==> src/hdl/sit_pkg.sv <==
package sit_pkg;

  localparam int DEF_ENTRIES   = 128;
  localparam int DEF_MAX_CHARS = 128;

  localparam logic [1:0] ST_FOUND    = 2'd0;
  localparam logic [1:0] ST_ADDED    = 2'd1;
  localparam logic [1:0] ST_FULL     = 2'd2;
  localparam logic [1:0] ST_TOO_LONG = 2'd3;

  typedef enum logic [1:0] {
    S_IDLE,
    S_SRCH,
    S_SWAIT,
    S_WRITE
  } state_t;

endpackage

==> src/hdl/sit_cell.sv <==
module sit_cell import sit_pkg::*; #(
  parameter int ENTRIES   = DEF_ENTRIES,
  parameter int MAX_CHARS = DEF_MAX_CHARS,
  parameter int IDX       = 0,
  localparam int IW = (ENTRIES > 1) ? $clog2(ENTRIES) : 1,
  localparam int CW = $clog2(MAX_CHARS)
) (
  input  logic          clk,
  input  logic          rst,
  input  logic          in_vld,
  input  logic          in_last,
  input  logic          in_wr,
  input  logic [7:0]    in_ch,
  input  logic [CW-1:0] in_pos,
  input  logic [IW-1:0] in_tgt,
  input  logic          in_hit,
  input  logic [IW-1:0] in_hidx,
  output logic          out_vld,
  output logic          out_last,
  output logic          out_wr,
  output logic [7:0]    out_ch,
  output logic [CW-1:0] out_pos,
  output logic [IW-1:0] out_tgt,
  output logic          out_hit,
  output logic [IW-1:0] out_hidx
);

  localparam logic [IW-1:0] MY_IDX = IW'(IDX);

  logic [7:0]    mem [MAX_CHARS];
  logic [7:0]    rdata;
  logic [CW-1:0] len;
  logic          used;
  logic          mism;
  logic          t_vld, t_last, t_wr, t_hit;
  logic [7:0]    t_ch;
  logic [CW-1:0] t_pos;
  logic [IW-1:0] t_tgt, t_hidx;
  logic          match;
  logic          wr_here;

  assign wr_here = in_vld && in_wr && (in_tgt == MY_IDX);

  always_ff @(posedge clk) begin
    rdata <= mem[in_pos];
    if (wr_here && !in_last) begin
      mem[in_pos] <= in_ch;
    end
    if (wr_here && in_last) begin
      len <= in_pos;
    end
    t_last <= in_last;
    t_wr   <= in_wr;
    t_ch   <= in_ch;
    t_pos  <= in_pos;
    t_tgt  <= in_tgt;
    t_hit  <= in_hit;
    t_hidx <= in_hidx;
  end

  always_ff @(posedge clk) begin
    if (rst) begin
      t_vld <= 1'b0;
      used  <= 1'b0;
      mism  <= 1'b0;
    end else begin
      t_vld <= in_vld;
      if (wr_here && in_last) begin
        used <= 1'b1;
      end
      if (t_vld && t_last) begin
        mism <= 1'b0;
      end else if (t_vld && !t_wr) begin
        mism <= mism | (rdata != t_ch);
      end
    end
  end

  assign match = used && (len == t_pos) && !mism;

  always_comb begin
    out_vld  = t_vld;
    out_last = t_last;
    out_wr   = t_wr;
    out_ch   = t_ch;
    out_pos  = t_pos;
    out_tgt  = t_tgt;
    out_hit  = t_hit;
    out_hidx = t_hidx;
    if (t_vld && t_last && !t_wr && !t_hit && match) begin
      out_hit  = 1'b1;
      out_hidx = MY_IDX;
    end
  end

endmodule

==> config.mk <==
export PLATFORM = sky130hd
export DESIGN_NAME = sit_cell
export DESIGN_NICKNAME = d
export VERILOG_FILES = /design/src/hdl/sit_pkg.sv /design/src/hdl/sit_cell.sv
export SDC_FILE = /design/constraint.sdc
export NUM_CORES = 1
export LEC_CHECK = 0
export BUFFER_PORTS_ARGS = -buffer_cell sky130_fd_sc_hd__buf_4
export CAP_MARGIN = 40
export CORE_ASPECT_RATIO = 2
export CORE_MARGIN = 2
export CORE_UTILIZATION = 40
export DETAILED_ROUTE_END_ITERATION = 16
export SLEW_MARGIN = 15
export SYNTH_ARGS = -nofsm -noshare
export SYNTH_HDL_FRONTEND = slang
export SYNTH_SLANG_ARGS = --single-unit
==> constraint.sdc <==
create_clock -name clk -period 2.8 [get_ports clk]
set_input_delay 0.28 -clock clk [delete_from_list [all_inputs] [get_ports clk]]
set_output_delay 0.28 -clock clk [all_outputs]
set_load 0.01 [all_outputs]
Word-level counts from Yosys, hierarchy flattened. Memory sizes are Yosys's and may differ from the RTL's. A register that Yosys moved wholly into a read port is not among the register bits. Index checks and enable logic that the tools add are counted.

Equality and inequality tests: 2. Mux-type cells: 4. Bitwise gates (word level): 1. Reduce and logical (&&, ||, !) cells: 17.

Operator list (count): $logic_and 1x1->1 (11); $ne 8x8->1 (1); $eq 7x7->1 (1); $logic_not 7->1 (1); $mux 7 (1); $logic_not 1->1 (4); $mux 1 (3); $reduce_or 2->1 (1); $or 1x1->1 (1).

Register bits after elaboration: 42. RAM bits: 1024. Input bits: 35. Output and inout bits: 33. Memories kept: 1.

Memory list: mem (words 128, bits a word 8, rd ports 1, clocked after memory_dff 1, write ports 1, RTL line sit_cell.sv:30) `logic [7:0] mem [MAX_CHARS];`.

Depth between registers and ports, before layout. Gate-level depths: netlist of run 1.

Word-level depth: 5. Depth in mapped cells: 12. Mapped depth without buffers: 7.

Worst setup path before layout of run 1. No wires, ideal clock.

Kind: input to register. Start point: input in_pos[0]. End point: memory mem[76][0] (enable). Data arrival time: 1.928 ns. Data required time: 2.430 ns. Slack: 0.502 ns. Stages on the path: 8. Path buffers: 5. Path through: buf_4 -> buf_6 -> nor2_2 -> buf_2 -> buf_2 -> nand2_1 -> clkbuf_1 -> nor2_1.

RTL lines: from (decl) (RTL line sit_cell.sv:14) `input logic [CW-1:0] in_pos,`; to (decl) (RTL line sit_cell.sv:30).

No word-level cell before the write port.

Worst setup path after layout of run 1.
Start point: register len[6]. End point: output out_hit.

Cells in the longest elaborated chain, start to end: 5.

RTL lines: from (decl) (RTL line sit_cell.sv:32) `logic [CW-1:0] len;`; from (signal assigned) (RTL line sit_cell.sv:50) `len <= in_pos;`; $eq 7x7->1 (RTL line sit_cell.sv:79) `assign match = used && (len == t_pos) && !mism;`; $logic_and 1x1->1 (2 in series) (RTL line sit_cell.sv:79); $logic_and 1x1->1 (RTL line sit_cell.sv:90) `if (t_vld && t_last && !t_wr && !t_hit && match) begin`; $mux 1 (RTL line sit_cell.sv:90); to (decl) (RTL line sit_cell.sv:24) `output logic out_hit,`.

Every way passes these cells.

==> results of run 1 <==
-- worst register-to-register path: stages (launching register included) --
cell and delay (ns):
edfxtp_1 0.38, a221oi_1 0.75, or3_1 0.23, o311ai_0 0.19
a2111oi_1 0.51, clkdlybuf4s15_2 0.32, buf_4 0.11, o31ai_1 0.05
-- cell type report --
cell class                      instances  area (um^2)  area share (%)
Clock inverter                         44          345           0.693
Tap cell                             1352         1690            3.40
Timing Repair Buffer                  545         4830            9.70
Clock buffer                          111         2380            4.78
Antenna cell                            2         5.00          0.0100
Inverter                                5         18.8          0.0377
Sequential cell                      1074        31800            63.9
Multi-Input combinational cell       1248         8710            17.5
-- worst max-delay path by stage --
| stage | startpoint | to | slack (ns) | cells past startpoint |
|---|---|---|---|---|
| final | len[6]$_DFFE_PP_ | out_hit | 0.07 | 7 |
| after global routing | len[6]$_DFFE_PP_ | out_hit | -0.003 | 7 |
| after CTS | len[4]$_DFFE_PP_ | out_hit | 0.04 | 7 |
| after detailed placement | in_pos[0] | rdata[1]$_DFF_P_ | -0.34 | 10 |
| after global placement | in_pos[0] | rdata[1]$_DFF_P_ | -0.98 | 9 |
| after floorplan | in_pos[0] | mem[76][0]$_DFFE_PP_ | 0.50 | 8 |
-- per-layer routing --
layer,global-route usage [%],part of all wire [%],vias to the layer above
li1,-,-,11100
met1,28.7,32,13600
met2,46.8,51,1659
met3,4.58,7.8,467
met4,20.4,8.8,12
met5,0,0.056,-
-- stage by stage --
stage / instance area, um^2 / hold WS [ns] / utilization, %
global placement: 46800 / 0.386 / 45.3
finish: 49800 / 0.0570 / 48.3
detailed placement: 46800 / 0.387 / 45.3
CTS: 49700 / 0.00425 / 48.2
floorplan: 41500 / 0.308 / -
global route: 49800 / 0.0145 / 48.3
-- cells in the mapped netlist, types with 3 or more instances --
library cell and instances:
nand3_1 24, a21o_1 9, nor2_1 185, mux4_2 10
nand2_1 81, a2111oi_0 3, a32oi_1 6, o221ai_1 21
o21ai_1 7, and2_1 4, a221oi_2 3, a22o_1 68
xor2_1 15, o2bb2ai_1 3, a32o_1 5, edfxtp_1 1031
a211oi_1 14, o21ai_0 67, inv_1 4, mux2_2 23
nand4_1 5, o31ai_1 12, nand2b_1 8, a222oi_1 8
buf_2 88, buf_6 18, clkbuf_1 52, nor3_1 9
a221o_1 10, buf_1 9, o22a_1 7, nor2b_1 24
buf_4 22, mux2i_1 137, a21oi_1 124, a22oi_1 78
o22ai_1 69, or2_2 4, a221oi_1 153, a31oi_1 17
dfxtp_1 43, nor4_1 6
-- cell usage in the layout (no fill, tap or decap), types with 67 or more instances in the layout --
cell / count
buf_4: 461
a22oi_1: 78
nand2_1: 81
o22ai_1: 69
clkbuf_16: 89
a22o_1: 68
a221oi_1: 153
edfxtp_1: 1031
a21oi_1: 124
o21ai_0: 67
mux2i_1: 137
nor2_1: 185
-- power groups by stage --
stage / clock network, mW / registers (mW) / logic, mW
2_1_floorplan: 0 / 18.0 / 0.968
3_3_place_gp: 0 / 18.0 / 2.38
3_5_place_dp: 0 / 18.0 / 2.40
4_1_cts: 12.2 / 17.7 / 2.43
5_1_grt: 12.8 / 17.6 / 2.55
6_report: 12.1 / 17.7 / 2.50
-- state kept, by name, indices dropped and copies added (netlist names) --
name and flops:
len 7, mem 1024, mism 1, out_ch 8, out_last 1, out_pos 7
out_tgt 7, out_vld 1, out_wr 1, rdata 8, t_hidx 7, t_hit 1
used 1
-- repair_timing --
item / in CTS / in global routing
pin swaps: 0 / 1
hold endpoints to repair: 25 / 9
hold buffers: 22 / 1
gates resized for setup: 1 / 3
setup endpoints to repair: 8 / 9
-- cells by family after synthesis --
group | Yosys count | synth area share, %
xor gates and xnor gates | 15 | 0.316
buffers and inverters | 194 | 2.54
and+or+nand+nor | 364 | 3.84
muxes | 170 | 4.47
AOI/OAI and AO/OA | 699 | 12.2
DFF | 1074 | 76.6
==> flow_summary.toml, run 1 <==
[placed_design]
post-place-ws_ns = -0.342
io_buffers = 67
place_hpwl_um = 98500
place.gp.congestion = 0.973
dp.cells = 4198

[critical_path]
rr_startpoint = "mem[95][1]$_DFFE_PP_"
end_kind = "primary output"
worstPathArrival_ns = 2.45
critPathMaxStageDelay_ns = 0.47
rr_worst_depth = 7
crit_slowest_cell = "nor4_2"
worstSetupStartpointType = "flop"
crit_path_cell_trace = "xor2_1, nor4_2, nand4_1, nor4_2, buf_4, or2_2, buf_4"
crit_fanout = 8
critPathTopFamily = "simple AND/OR/NAND/NOR gates"
path_class = "reg2out"
path_buf_inv = 2
required_ns = 2.52
r2r-end = "rdata[1]$_DFF_P_"
r2r_setup_slack_ns = 0.13

[floorplan]
start_util_pct = 40.2
die_y_um = 460
floorplan.rows = 167
die_w_um = 232
ios = 68
die_area_mm2 = 0.107
core-area_mm2 = 0.103

[synthesis]
synth_warnings = 0
async_flop_share_pct = 0
synth_top_area_share_pct = 74.5
yosysUniqueCellTypes = 66
synth_area_mm2 = 0.0415
avgSynthCellArea_um2 = 16.5
synth_flop_cell = "edfxtp_1"
synthCells = 2516
synthTopCellsByArea = "edfxtp_1 (75%), mux2i_1 (3.3%), a221oi_1 (3.2%)"
synth_top_area_cell = "edfxtp_1"
synth_edf_count = 1031
yosysSeqAreaShare_pct = 76.6
syn_nets = 2551
ys_ff_latch = 1074

[route]
ant_nets = 0
totalWireLength_um = 143000
viasPerCell = 6.12
drt_iter0_markers = 3281
drtPass1Iterations = 7
drc = 0
wire_per_inst_um = 32.7
num_vias = 26800

[final_layout]
area_delta_synth_final_pct = 19.9
fillers = 8678
final_cells = 4381
num-nets-final = 2995
drive_gt1_share_pct = 23.4

[grt]
grt_pass1_vias = 26800
grtUsageTotal_pct = 26.8
grt_overflow = 0
grt_pass1_wl_um = 200000
antenna_found_initial = 8
grt_max_degree = 65

[sta]
min_period_ns = 2.73
fin_worst_skew_ns = 0.0211
relSlewSlack_pct = 38.0
setup_viol = 0
timing.fmax_mhz = 366
fin_ws_ns = 0.0699
setup_tns_ns = 0
worst_pin_slew_ns = 0.920
hold_viol_final = 0
post-route-period-util_pct = 97.5
maxSlewViolCount = 0

[clocking]
path_clk_slew_ns = 0.07
cts_tree = "yes"
postCtsSetupRepairBufs = 0
cts_made_buffers = 86
cts.htree.levels = 3
cts_root_buffer = "clkbuf_16"
cts_buffer_depth = 3
clk_latency_ns = 0.68
cts.sinks = 1074

[min_path]
hp-class = "in2reg"
hold_end = "out_pos[4]$_DFF_P_"
hold-path-cell-count = 2
holdCritStartpoint = "in_pos[4]"

[power]
p_leak_nw = 16.8
pwr-share-comb_pct = 7.8
peakVddDrop_mv = 0.471
intPower_mw = 24.9
p_sw_share_pct = 22.9
p_total_mw = 32.3
p_seq_share_pct = 54.7
power_frac_clock_pct = 37.5
powerDensity_mw_per_mm2 = 648
switchingPower_mw = 7.37

[run]
cap_violations = 0

[outcome]
status = "complete, no violations"
Note: power is estimated with default switching activity, not from simulation.
==> inputs of run 2 (changes only) <==
Settings changed: CORE_UTILIZATION 40 to 45, CTS_CLUSTER_DIAMETER set to 80.
==> run 2 against run 1 <==
The run now ends with setup timing left. Via count down 1.2%. Register-to-register slack better by 0.10 ns. First-iteration DRC count up 2.4%. Wire length down 4.9%. Design area down 0.53%. Largest cell class unchanged.
==> flow_summary.toml, run 2 (synthesized netlist as in run 1, its figures left out) <==
[outcome]
status = "finished, violations left"
violations = "setup timing"

[route]
viasPerCell = 6.32
drt_iter0_markers = 3359
wire_per_inst_um = 32.5
ant_nets = 0
totalWireLength_um = 136000
num_vias = 26500
drtPass1Iterations = 5
drc = 0

[sta]
worst_pin_slew_ns = 0.938
min_period_ns = 2.90
fin_worst_skew_ns = 0.0215
setup_viol = 8
relSlewSlack_pct = 37.3
post-route-period-util_pct = 104
fin_ws_ns = -0.102
hold_viol_final = 0
rsz0062_at_grt = "true"
timing.fmax_mhz = 345
maxSlewViolCount = 0
setup_tns_ns = -0.408

[clocking]
clk_latency_ns = 0.70
cts_tree = "yes"
cts.htree.levels = 3
cts_buffer_depth = 3
path_clk_slew_ns = 0.07
cts_root_buffer = "clkbuf_16"
postCtsSetupRepairBufs = 0
cts_made_buffers = 88
cts_resized = 0
cts.sinks = 1074

[grt]
antenna_found_initial = 2
grt_pass1_vias = 26900
grt_overflow = 0
grt_max_degree = 129
grt_pass1_wl_um = 193000
grtUsageTotal_pct = 28.9

[final_layout]
largest_reg_flops = 1024
num-nets-final = 2961
fillers = 7245
drive_gt1_share_pct = 22.6
diodes = 0
final_cell_mix = "edfxtp_1 (1031), buf_4 (428), nor2_1 (185)"
finalInstanceArea_mm2 = 0.0495
mostFrequentLayoutCell = "edfxtp_1"
top_register = "mem"
postLayoutCoreUtil_pct = 54.1
area_delta_synth_final_pct = 19.3
final_cells = 4190

[placed_design]
placedInstanceArea_mm2 = 0.0464
place_hpwl_um = 91100
dp.cells = 4004
place.gp.congestion = 0.938
io_buffers = 67

[critical_path]
worstSetupStartpointType = "flop"
r2r_setup_slack_ns = 0.23
worstPathArrival_ns = 2.62
critPathMaxStageDelay_ns = 0.38
required_ns = 2.52
rr_worst_depth = 6
crit_path_cell_trace = "xor2_1, nor4_1, buf_4, nand4_1, nor4_1, buf_4, or2_2, buf_4"
end_kind = "primary output"
crit_slowest_cell = "edfxtp_1"
r2r-end = "rdata[3]$_DFF_P_"
critPathCapture = "out_hit"
crit_fanout = 8
crit_top_cell = "buf_4"
rr_startpoint = "mem[100][3]$_DFFE_PP_"
path_class = "reg2out"
crit_path_start = "len[2]$_DFFE_PP_"

[floorplan]
core-area_mm2 = 0.0915
die_area_mm2 = 0.0949
die_y_um = 434
floorplan.rows = 157
start_util_pct = 45.4
ios = 68
die_w_um = 219

[power]
peakVddDrop_mv = 0.516
powerDensity_mw_per_mm2 = 662
p_leak_nw = 16.7
p_total_mw = 32.8

[min_path]
holdCritStartpoint = "in_ch[4]"
hp-class = "in2reg"

[run]
cap_violations = 0
## run 2: how the worst min path moves through the flow
stage / end / cells past startpoint / slack [ns]
final: mem[67][4]$_DFFE_PP_ / 1 / 0.08
after global routing: mem[67][4]$_DFFE_PP_ / 1 / 0.09
after CTS: out_ch[3]$_DFF_P_ / 1 / 0.05
after detailed placement: t_hit$_DFF_P_ / 1 / 0.39
after global placement: t_hit$_DFF_P_ / 1 / 0.39
after floorplan: out_ch[0]$_DFF_P_ / 0 / 0.31
## run 2: layout make-up
type | count | area, um^2 | share of cell area, %
flip-flops and latches | 1074 | 31800 | 64.2
well taps | 1192 | 1490 | 3.01
clock inverters | 58 | 608 | 1.23
inverters | 5 | 18.8 | 0.0379
multi-input cells | 1248 | 8690 | 17.5
repair buffers | 509 | 4570 | 9.23
clock buffers | 104 | 2340 | 4.72
## run 2: where the power goes
group | internal (mW) | total (mW) | switching, mW | leakage [nW]
clock network | 6.95 | 12.7 | 5.79 | 1.43
logic | 0.830 | 2.40 | 1.57 | 5.65
registers | 17.6 | 17.7 | 0.0383 | 9.62
total | 25.4 | 32.8 | 7.40 | 16.7
## run 2: per-layer routing
layer / part of all wire [%] / track usage, % / routed length (um)
met4: 8.4 / 21.1 / 11400
met1: 33 / 31.9 / 44900
met2: 51 / 50.0 / 68900
met3: 8.2 / 4.94 / 11100
met5: 0.020 / 0.106 / 27
## run 2: critical path: cells and delay by family (launching register included)
family / cells / cell delay, ns
simple gates: 4 / 0.87
flops: 1 / 0.38
buf+inv: 3 / 0.51
xor+xnor: 1 / 0.17
## run 2: repair_timing
item | CTS | global route
hold buffers | 24 | 0
cloned | 0 | 0
endpoints found under the setup margin | 8 | 8
endpoints found under the hold margin | 48 | 0
## run 2: stage by stage
stage                     worst slack [ns]  hold WS (ns)
final                               -0.102        0.0844
after global routing                -0.216        0.0888
after CTS                          -0.0586        0.0527
after detailed placement            -0.326         0.386
after global placement              -0.320         0.387
after floorplan                      0.502         0.308
